**src/rtl/fdnd_pkg.sv**
```systemverilog
`default_nettype none
package fdnd_pkg;

  localparam int ENTRY_W = 256;
  localparam int POS_W = 9;

  localparam logic [7:0] HEAD_END = 8'h00;
  localparam logic [7:0] HEAD_DELETED = 8'hE5;
  localparam logic [7:0] ATTR_LFN = 8'h0F;
  localparam int ATTR_VOLUME_BIT = 3;
  localparam int ATTR_DIR_BIT = 4;
  localparam int ORD_START_BIT = 6;
  localparam logic [5:0] ORD_MAX = 6'd20;
  localparam logic [3:0] LFN_LAST_CHAR = 4'd12;
  localparam logic [3:0] SUM_LAST_BYTE = 4'd10;
  localparam logic [15:0] CHAR_NUL = 16'h0000;
  localparam logic [15:0] CHAR_PAD = 16'hFFFF;
  localparam logic [7:0] ASCII_SPACE = 8'h20;
  localparam logic [7:0] ASCII_DOT = 8'h2E;
  localparam logic [7:0] ASCII_UPPER_A = 8'h41;
  localparam logic [7:0] ASCII_UPPER_Z = 8'h5A;
  localparam logic [7:0] ASCII_CASE_OFS = 8'h20;

  // Byte offset of each UTF-16 character within a long-name slot.
  function automatic logic [4:0] lfn_off(input logic [3:0] idx);
    logic [4:0] off;
    case (idx)
      4'd0: off = 5'd1;
      4'd1: off = 5'd3;
      4'd2: off = 5'd5;
      4'd3: off = 5'd7;
      4'd4: off = 5'd9;
      4'd5: off = 5'd14;
      4'd6: off = 5'd16;
      4'd7: off = 5'd18;
      4'd8: off = 5'd20;
      4'd9: off = 5'd22;
      4'd10: off = 5'd24;
      4'd11: off = 5'd28;
      4'd12: off = 5'd30;
      default: off = 5'd1;
    endcase
    return off;
  endfunction

  function automatic logic [7:0] to_lower(input logic [7:0] c);
    logic [7:0] r;
    if (c >= ASCII_UPPER_A && c <= ASCII_UPPER_Z) begin
      r = c + ASCII_CASE_OFS;
    end else begin
      r = c;
    end
    return r;
  endfunction

endpackage
`default_nettype wire

```
**src/rtl/fdnd_ram.sv**
```systemverilog
`default_nettype none
module fdnd_ram #(
  parameter int WIDTH = 8,
  parameter int DEPTH = 256
) (
  input  wire logic                     clk,
  input  wire logic                     we,
  input  wire logic [$clog2(DEPTH)-1:0] waddr,
  input  wire logic [WIDTH-1:0]         wdata,
  input  wire logic [$clog2(DEPTH)-1:0] raddr,
  output logic      [WIDTH-1:0]         rdata
);

  logic [WIDTH-1:0] mem_r [DEPTH];

  always_ff @(posedge clk) begin
    if (we) begin
      mem_r[waddr] <= wdata;
    end
    rdata <= mem_r[raddr];
  end

endmodule
`default_nettype wire

```
**src/rtl/fat_dirent_name_decoder.sv**
```systemverilog
`default_nettype none
// Channel  Direction  Handshake           Payload
// in       input      in_valid/in_stall   four entry words, new_directory flag
// out      output     out_valid/out_stall name chunk, byte count, entry metadata
//
// A deleted, volume or dot entry is dropped after decode; a long-name slot then gathers
// up to 13 characters. A visible entry is decoded and checksummed over 11 bytes, then each
// name byte is fetched and picked (long names via the single name store read port) and
// each chunk is delivered. An end marker is decoded, then gives its result.
// Reset is synchronous and clears the sequencer and the name store valid bits.
// A stalled result holds the sequencer; no new request is taken until the last
// result of the current entry has been delivered.
module fat_dirent_name_decoder #(
  parameter int NAME_BYTES = 256
) (
  input  wire logic        clk,
  input  wire logic        rst_n,
  input  wire logic        in_valid,
  output logic             in_stall,
  input  wire logic [63:0] in_entry_bytes_0_7,
  input  wire logic [63:0] in_entry_bytes_8_15,
  input  wire logic [63:0] in_entry_bytes_16_23,
  input  wire logic [63:0] in_entry_bytes_24_31,
  input  wire logic        in_new_directory,
  output logic             out_valid,
  input  wire logic        out_stall,
  output logic             out_end_of_directory,
  output logic [63:0]      out_name_chunk,
  output logic [3:0]       out_chunk_bytes,
  output logic             out_name_is_long,
  output logic [31:0]      out_start_cluster,
  output logic             out_is_directory,
  output logic [31:0]      out_entry_size,
  output logic             out_last
);

  localparam int AW = $clog2(NAME_BYTES);
  localparam int PW = fdnd_pkg::POS_W;
  localparam int EW = fdnd_pkg::ENTRY_W;

  localparam logic [2:0] S_IDLE = 3'd0;
  localparam logic [2:0] S_DECODE = 3'd1;
  localparam logic [2:0] S_SUM = 3'd2;
  localparam logic [2:0] S_GATHER = 3'd3;
  localparam logic [2:0] S_FETCH = 3'd4;
  localparam logic [2:0] S_PICK = 3'd5;
  localparam logic [2:0] S_OUT = 3'd6;

  logic [2:0]            state_r, state_nxt;
  logic [EW-1:0]         entry_r, entry_nxt;
  logic [NAME_BYTES-1:0] vbits_r, vbits_nxt;
  logic [AW-1:0]         lnlen_r, lnlen_nxt;
  logic [7:0]            chk_r, chk_nxt;
  logic                  seqv_r, seqv_nxt;
  logic [3:0]            idx_r, idx_nxt;
  logic [PW-1:0]         base_r, base_nxt;
  logic [7:0]            sum_r, sum_nxt;
  logic [AW-1:0]         ptr_r, ptr_nxt;
  logic [AW-1:0]         elen_r, elen_nxt;
  logic                  vb_r, vb_nxt;
  logic [63:0]           chunk_r, chunk_nxt;
  logic [3:0]            nb_r, nb_nxt;
  logic                  long_r, long_nxt;
  logic                  eod_r, eod_nxt;
  logic [31:0]           clu_r, clu_nxt;
  logic                  dir_r, dir_nxt;
  logic [31:0]           size_r, size_nxt;
  logic                  last_r, last_nxt;

  logic          ram_we;
  logic [AW-1:0] ram_waddr;
  logic [7:0]    ram_wdata;
  logic [7:0]    ram_q;

  logic [7:0] head, attr, sum_byte, pick_byte;
  logic [5:0] ord;
  logic [PW-1:0] ord_m1, slot_base, gpos;
  logic [4:0] coff;
  logic [15:0] gch;
  logic [7:0] sum_step;
  logic [AW-1:0] ptr_inc, sel_len;
  logic use_long;

  logic [3:0] stem_len;
  logic [1:0] ext_len;
  logic [3:0] short_len;
  logic [7:0] sbuf [16];

  fdnd_ram #(
    .WIDTH(8),
    .DEPTH(NAME_BYTES)
  ) u_store (
    .clk  (clk),
    .we   (ram_we),
    .waddr(ram_waddr),
    .wdata(ram_wdata),
    .raddr(ptr_r),
    .rdata(ram_q)
  );

  assign head = entry_r[7:0];
  assign attr = entry_r[95:88];
  assign ord = head[5:0];
  assign ord_m1 = PW'(ord) - PW'(1);
  assign slot_base = (ord_m1 << 3) + (ord_m1 << 2) + ord_m1;
  assign gpos = base_r + PW'(idx_r);
  assign coff = fdnd_pkg::lfn_off(idx_r);
  assign gch = {entry_r[8*(coff+5'd1) +: 8], entry_r[8*coff +: 8]};
  assign sum_byte = entry_r[8*idx_r +: 8];
  assign sum_step = {sum_r[0], sum_r[7:1]} + sum_byte;
  assign use_long = seqv_r && (sum_step == chk_r);
  assign sel_len = use_long ? lnlen_r : AW'(short_len);
  assign ptr_inc = ptr_r + AW'(1);
  assign pick_byte = long_r ? (vb_r ? ram_q : 8'h00) : sbuf[ptr_r[3:0]];

  always_comb begin
    logic [3:0] eidx;
    logic [3:0] pv;
    eidx = 4'd0;
    pv = 4'd0;
    stem_len = 4'd0;
    ext_len = 2'd0;
    for (int i = 0; i < 8; i++) begin
      if (entry_r[8*i +: 8] != fdnd_pkg::ASCII_SPACE) begin
        stem_len = 4'(i + 1);
      end
    end
    for (int i = 0; i < 3; i++) begin
      if (entry_r[8*(8+i) +: 8] != fdnd_pkg::ASCII_SPACE) begin
        ext_len = 2'(i + 1);
      end
    end
    short_len = stem_len + ((ext_len != 2'd0) ? ({2'b00, ext_len} + 4'd1) : 4'd0);
    for (int p = 0; p < 16; p++) begin
      pv = 4'(p);
      eidx = pv - stem_len - 4'd1;
      if (pv < stem_len) begin
        sbuf[p] = fdnd_pkg::to_lower(entry_r[8*(p%8) +: 8]);
      end else if (ext_len != 2'd0 && pv == stem_len) begin
        sbuf[p] = fdnd_pkg::ASCII_DOT;
      end else if (ext_len != 2'd0 && pv <= stem_len + {2'b00, ext_len}) begin
        sbuf[p] = fdnd_pkg::to_lower(entry_r[8*(8 + eidx[1:0]) +: 8]);
      end else begin
        sbuf[p] = 8'h00;
      end
    end
  end

  always_comb begin
    state_nxt = state_r;
    entry_nxt = entry_r;
    vbits_nxt = vbits_r;
    lnlen_nxt = lnlen_r;
    chk_nxt = chk_r;
    seqv_nxt = seqv_r;
    idx_nxt = idx_r;
    base_nxt = base_r;
    sum_nxt = sum_r;
    ptr_nxt = ptr_r;
    elen_nxt = elen_r;
    vb_nxt = vb_r;
    chunk_nxt = chunk_r;
    nb_nxt = nb_r;
    long_nxt = long_r;
    eod_nxt = eod_r;
    clu_nxt = clu_r;
    dir_nxt = dir_r;
    size_nxt = size_r;
    last_nxt = last_r;
    ram_we = 1'b0;
    ram_waddr = gpos[AW-1:0];
    ram_wdata = gch[7:0];
    case (state_r)
      S_IDLE: begin
        if (in_valid) begin
          entry_nxt = {in_entry_bytes_24_31, in_entry_bytes_16_23,
                       in_entry_bytes_8_15, in_entry_bytes_0_7};
          if (in_new_directory) begin
            seqv_nxt = 1'b0;
          end
          state_nxt = S_DECODE;
        end
      end
      S_DECODE: begin
        if (head == fdnd_pkg::HEAD_END) begin
          eod_nxt = 1'b1;
          chunk_nxt = 64'd0;
          nb_nxt = 4'd0;
          long_nxt = 1'b0;
          clu_nxt = 32'd0;
          dir_nxt = 1'b0;
          size_nxt = 32'd0;
          last_nxt = 1'b1;
          state_nxt = S_OUT;
        end else if (head == fdnd_pkg::HEAD_DELETED) begin
          seqv_nxt = 1'b0;
          state_nxt = S_IDLE;
        end else if (attr == fdnd_pkg::ATTR_LFN) begin
          idx_nxt = 4'd0;
          base_nxt = slot_base;
          if (ord == 6'd0 || ord > fdnd_pkg::ORD_MAX) begin
            seqv_nxt = 1'b0;
            state_nxt = S_IDLE;
          end else if (head[fdnd_pkg::ORD_START_BIT]) begin
            vbits_nxt = '0;
            lnlen_nxt = '0;
            chk_nxt = entry_r[111:104];
            seqv_nxt = 1'b1;
            state_nxt = S_GATHER;
          end else if (entry_r[111:104] != chk_r) begin
            seqv_nxt = 1'b0;
            state_nxt = S_IDLE;
          end else begin
            state_nxt = S_GATHER;
          end
        end else if (attr[fdnd_pkg::ATTR_VOLUME_BIT]) begin
          seqv_nxt = 1'b0;
          state_nxt = S_IDLE;
        end else if (head == fdnd_pkg::ASCII_DOT &&
                     (entry_r[15:8] == fdnd_pkg::ASCII_SPACE ||
                      (entry_r[15:8] == fdnd_pkg::ASCII_DOT &&
                       entry_r[23:16] == fdnd_pkg::ASCII_SPACE))) begin
          seqv_nxt = 1'b0;
          state_nxt = S_IDLE;
        end else begin
          eod_nxt = 1'b0;
          clu_nxt = {entry_r[175:168], entry_r[167:160], entry_r[223:216], entry_r[215:208]};
          dir_nxt = attr[fdnd_pkg::ATTR_DIR_BIT];
          size_nxt = entry_r[255:224];
          idx_nxt = 4'd0;
          sum_nxt = 8'd0;
          state_nxt = S_SUM;
        end
      end
      S_SUM: begin
        sum_nxt = sum_step;
        idx_nxt = idx_r + 4'd1;
        if (idx_r == fdnd_pkg::SUM_LAST_BYTE) begin
          long_nxt = use_long;
          elen_nxt = sel_len;
          seqv_nxt = 1'b0;
          ptr_nxt = '0;
          chunk_nxt = 64'd0;
          if (sel_len == '0) begin
            nb_nxt = 4'd0;
            last_nxt = 1'b1;
            state_nxt = S_OUT;
          end else begin
            state_nxt = S_FETCH;
          end
        end
      end
      S_GATHER: begin
        if (gpos >= PW'(NAME_BYTES - 1)) begin
          state_nxt = S_IDLE;
        end else if (gch == fdnd_pkg::CHAR_NUL || gch == fdnd_pkg::CHAR_PAD) begin
          if (gpos > PW'(lnlen_r)) begin
            lnlen_nxt = gpos[AW-1:0];
          end
          state_nxt = S_IDLE;
        end else begin
          ram_we = 1'b1;
          vbits_nxt[gpos[AW-1:0]] = 1'b1;
          if (gpos + PW'(1) > PW'(lnlen_r)) begin
            lnlen_nxt = AW'(gpos + PW'(1));
          end
          idx_nxt = idx_r + 4'd1;
          if (idx_r == fdnd_pkg::LFN_LAST_CHAR) begin
            state_nxt = S_IDLE;
          end
        end
      end
      S_FETCH: begin
        vb_nxt = vbits_r[ptr_r];
        state_nxt = S_PICK;
      end
      S_PICK: begin
        chunk_nxt[8*ptr_r[2:0] +: 8] = pick_byte;
        ptr_nxt = ptr_inc;
        if (ptr_inc == elen_r || ptr_r[2:0] == 3'd7) begin
          nb_nxt = {1'b0, ptr_r[2:0]} + 4'd1;
          last_nxt = (ptr_inc == elen_r);
          state_nxt = S_OUT;
        end else begin
          state_nxt = S_FETCH;
        end
      end
      S_OUT: begin
        if (!out_stall) begin
          if (last_r) begin
            state_nxt = S_IDLE;
          end else begin
            chunk_nxt = 64'd0;
            state_nxt = S_FETCH;
          end
        end
      end
      default: begin
        state_nxt = S_IDLE;
      end
    endcase
  end

  always_ff @(posedge clk) begin
    if (!rst_n) begin
      state_r <= S_IDLE;
      vbits_r <= '0;
      lnlen_r <= '0;
      chk_r <= 8'd0;
      seqv_r <= 1'b0;
    end else begin
      state_r <= state_nxt;
      vbits_r <= vbits_nxt;
      lnlen_r <= lnlen_nxt;
      chk_r <= chk_nxt;
      seqv_r <= seqv_nxt;
    end
    entry_r <= entry_nxt;
    idx_r <= idx_nxt;
    base_r <= base_nxt;
    sum_r <= sum_nxt;
    ptr_r <= ptr_nxt;
    elen_r <= elen_nxt;
    vb_r <= vb_nxt;
    chunk_r <= chunk_nxt;
    nb_r <= nb_nxt;
    long_r <= long_nxt;
    eod_r <= eod_nxt;
    clu_r <= clu_nxt;
    dir_r <= dir_nxt;
    size_r <= size_nxt;
    last_r <= last_nxt;
  end

  assign in_stall = (state_r != S_IDLE);
  assign out_valid = (state_r == S_OUT);
  assign out_end_of_directory = eod_r;
  assign out_name_chunk = chunk_r;
  assign out_chunk_bytes = nb_r;
  assign out_name_is_long = long_r;
  assign out_start_cluster = clu_r;
  assign out_is_directory = dir_r;
  assign out_entry_size = size_r;
  assign out_last = last_r;

endmodule
`default_nettype wire
```
**config.mk**
```make
export PLATFORM = sky130hd
export DESIGN_NAME = fat_dirent_name_decoder
export DESIGN_NICKNAME = d
export VERILOG_FILES = /design/src/rtl/fdnd_pkg.sv /design/src/rtl/fdnd_ram.sv /design/src/rtl/fat_dirent_name_decoder.sv
export SDC_FILE = /design/constraint.sdc
export NUM_CORES = 2
export LEC_CHECK = 0
export BUFFER_PORTS_ARGS = -buffer_cell sky130_fd_sc_hd__buf_2
export CAP_MARGIN = 20
export CORE_UTILIZATION = 50
export DETAILED_ROUTE_END_ITERATION = 10
export GPL_ROUTABILITY_DRIVEN = 0
export PLACE_DENSITY_LB_ADDON = 0.2
export REMOVE_ABC_BUFFERS = 1
export SYNTH_ARGS = -nofsm -noshare
export SYNTH_HDL_FRONTEND = slang
export SYNTH_SLANG_ARGS = --single-unit
```
**constraint.sdc**
```tcl
create_clock -name clk -period 29.7 [get_ports clk]
set_input_delay 5.94 -clock clk [delete_from_list [all_inputs] [get_ports clk]]
set_output_delay 5.94 -clock clk [all_outputs]
set_load 0.01 [all_outputs]
```
==> flow_summary.ini <==
[run_status]
run_status = finished clean

[drt]
drt-vias-per-instance = 6.44
wl_per_cell_um = 31.0
remaining_number_of_nets_flagged_by_the_antenna_check_after_routing = 0
detail_route.wirelength_mm = 323
vias = 66900
detail_route.first_pass.iterations = 10
drt_drc_violations_left = 0
drt_first_iter_violations = 8701

[yosys]
seq_area_frac_synth = 0.685
post_synth_instance_area_um2 = 117000
synthDistinctLibCells = 97
synthesis.yosys.warnings = 0
synth_largest_type_area_fraction = 0.635
syn-instance-count = 6607
synth_simple_gate_area_share = 0.0542
number_of_synthesized_flops_with_an_enable_pin = 2478
yosysTopAreaCell = edfxtp_1
share_of_the_synthesized_area_in_compound_gates_ao_oa_aoi_oai = 0.0393
muxShareOfSynthArea = 0.191
synth.ff_latch_count = 2767
synth_area_in_adders = 0.00923
synthFlopType = edfxtp_1
synth_top_family_by_area = multiplexers
synth_xor_area_frac = 0.00523
asyncSetResetFlopFracSynth = 0
post_synth_main_area_contributors = edfxtp_1, mux4_2, dfxtp_1
post_synthesis_mean_instance_area_um2 = 17.7

[place]
dp_hpwl_mm = 199
placed_area_um2 = 123000
pre_cts_slack_ns = 20.45
numPortBuffers = 398

[power_and_ir_drop]
power_density_nw_per_um2 = 91.5
swShare = 0.304
share_seq_of_total_power = 0.480
p_leak_nw = 42.8
power_w = 0.0121
power.internal_w = 0.00842
clock_power_share = 0.297
power.switching_w = 0.00367
combPwrFrac = 0.222
irDropWorstVdd_v = 0.000204

[die]
start_util = 0.503
die_w_um = 486
num_rows = 177
die_h_um = 486
placeableCoreArea_um2 = 233000
design.portCount = 399
die_area_um2 = 236000

[critical_path]
library_cell_contributing_the_largest_single_delay_on_the_critical_path = dfxtp_1
critical_path_required_ns = 23.76
worst-setup-path-type = reg -> out
critical_path.startpoint_type = register
worst-r2r-setup-slack_ns = 22.33
regToRegStartpoint = entry_r[27]
timing.critical_path.fanout_max = 16
critical-path-top-delay-family = simple AND/OR/NAND/NOR gates
crit_path_max_incr_delay_ns = 0.67
path_cells = nor2b_1 -> and2_1 -> buf_2
reg2reg_to = out_name_chunk[63]
critPathCaptureType = primary output
crit_arrival_ns = 2.47
worstRegToRegCells = 15
worstPathBufferInverterCount = 1

[min_path]
hp-start = vbits_r[198]
min_path_type = reg -> reg
hold_end = vbits_r[198]
cells_on_worst_hold_path = 2

[cells_and_area]
final_instance_area_um2 = 132000
synthToLayoutAreaGrowth_pct = 12.9
finalNetCount = 7364
fillCellCount = 17500
drive_gt1_frac = 0.273
multi_input_logic_area_um2 = 35200
sequential_cell_area_um2 = 80200

[clocking]
holdBufCountCts = 0
cts_made_buffers = 302
post_cts_buffers = 0
cts.root.buffer_cell = clkbuf_16
clock_insertion_delay_worst_skew_ns = 0.95
cts-root-to-sink-buffers = 4
cts-resized-gates = 0
cts_tree = built
cts.clk_slew.worst_paths_ns = 0.06
clock_sink_count = 2767
clock_tree.htree_level_count = 5

[timing]
worst_path_setup_slack_after_routing_ns = 21.29
max_slew_margin = 0.195
drv_slew = 0
fin_crit_sh = 0.283
unrepaired_setup_endpoints_after_global_routing = false
fin_skew_ns = 0.0698
max_freq_ghz = 0.119
timing.final.hold_violations = 0
final.setup.tns_ns = 0
report.final.setup_viol = 0
timing_worst_slew_pin_value_ns = 1.21
post-route-min-period_ns = 8.41

[global_routing]
first_global_vias = 64900
grt_antenna_before_repair = 14
maximum_number_of_pins_on_one_net_before_global_route_repair = 201
grt.total_usage = 0.272
gr-total-overflow = 0
first_pass_grt_wire_length_mm = 464

[job]
timing.max_cap.violations = 0
[final cells by class]
type                    count  share of cell area
inverters                  79             0.00253
repair buffers            527              0.0239
well taps                3132              0.0296
clock buffers             361              0.0600
flip-flops and latches   2767               0.607
clock inverters           158              0.0106
diodes                     24            0.000454
multi-input cells        3345               0.266
[registers in the layout (all words and copies together), names as in the netlist, 3 cells and up]
name               cells
entry_r              256
out_chunk_bytes        4
state_r                3
base_r                 9
ptr_r                  8
vbits_r              256
out_name_chunk        64
out_start_cluster     32
u_store.mem_r       2048
chk_r                  8
idx_r                  4
sum_r                  8
coff                   5
elen_r                 8
out_entry_size        32
lnlen_r                8
u_store.rdata          8
[cells in the mapped netlist (7+ instances only)]
master     instances
edfxtp_1        2478
mux4_2           958
nor2_1           698
a21oi_1          400
clkbuf_1         301
dfxtp_1          289
nand2_1          234
o21ai_0          139
buf_1             95
and2_1            89
nand3_1           78
ha_1              72
inv_1             71
mux2i_1           65
xnor2_1           43
nor2b_1           40
nor3_1            38
a211oi_1          36
and3_1            31
nor4_1            28
xor2_1            27
a31oi_1           25
nand4_1           25
nand2b_1          20
buf_2             19
o211ai_1          18
o21a_1            17
a21o_1            16
o22ai_1           16
or3_1             15
mux2_2            12
o31ai_1           12
nand3b_1          11
nor4b_1           11
o21ai_1           10
a2111oi_0          9
fa_1               9
or2_2              9
or4_1              9
and4_1             7
[routing by layer]
layer,track usage,up-vias,wire [um]
met2,0.424,3776,152000
met5,0,-,37
met3,0.0570,750,32300
li1,-,27600,-
met4,0.0948,6,12300
met1,0.382,34800,126000
[kinds of logic (layout without fill, tap and decap cells)]
family,Yosys count,after routing
other,0,24
AO/OA/AOI/OAI,780,780
XOR/XNOR,70,70
flip-flops,2767,2767
buffers and inverters,495,1125
AND/OR/NAND/NOR,1377,1377
multiplexers,1037,1037
adder cells (fa/ha/maj),81,81
[worst register-to-register path: cells and delay by family, from the launching register on]
family / cells / cell delay (ns)
flip-flops: 1 / 0.63
multiplexers: 1 / 0.80
AND/OR/NAND/NOR: 4 / 1.78
buffers and inverters: 1 / 0.63
AO/OA/AOI/OAI: 7 / 2.33
adder cells (fa/ha/maj): 2 / 1.09
[per-stage QoR]
stage / hold WS, ns / util / cells
4_1_cts: 0.464 / 0.567 / 10400
5_1_grt: 0.482 / 0.568 / 10400
6_report: 0.462 / 0.568 / 10400
2_1_floorplan: 0.431 / - / 6191
3_5_place_dp: 0.448 / 0.527 / 9843
3_3_place_gp: 0.441 / 0.527 / 9841
[power groups by stage]
stage | clock, W | combinational, W | sequential [W]
final | 0.00359 | 0.00269 | 0.00581
after CTS | 0.00365 | 0.00269 | 0.00580
after global placement | 0 | 0.00258 | 0.00588
after detailed placement | 0 | 0.00268 | 0.00588
after global routing | 0.00379 | 0.00286 | 0.00582
after floorplan | 0 | 0.00151 | 0.00614
[cell usage in the layout, fill, tap and decap left out, drive strengths merged, types with 18 or more instances in the layout]
master	netlist	routed
edfxtp	2478	2478
mux4	960	960
nor2	698	698
buf	115	527
a21oi	401	401
clkbuf	301	361
dfxtp	289	289
nand2	234	234
o21ai	151	151
clkinv	6	126
and2	91	91
inv	73	81
nand3	79	79
ha	72	72
mux2i	65	65
xnor2	43	43
nor3	41	41
nor2b	40	40
a211oi	36	36
nor4	32	32
and3	31	31
xor2	27	27
a31oi	25	25
nand4	25	25
diode	0	24
bufinv	0	24
nand2b	20	20
o211ai	18	18
[how the worst max path moves through the flow]
| stage | startpoint | end | cells past startpoint |
|---|---|---|---|
| global route | state_r[1] | out_valid | 3 |
| detailed placement | in_valid | entry_r[226] | 5 |
| global placement | in_valid | entry_r[162] | 5 |
| finish | state_r[1] | out_valid | 3 |
| CTS | state_r[1] | out_valid | 3 |
| floorplan | ptr_r[0] | out_name_chunk[53] | 6 |
Power figures use the tool's default switching activity.
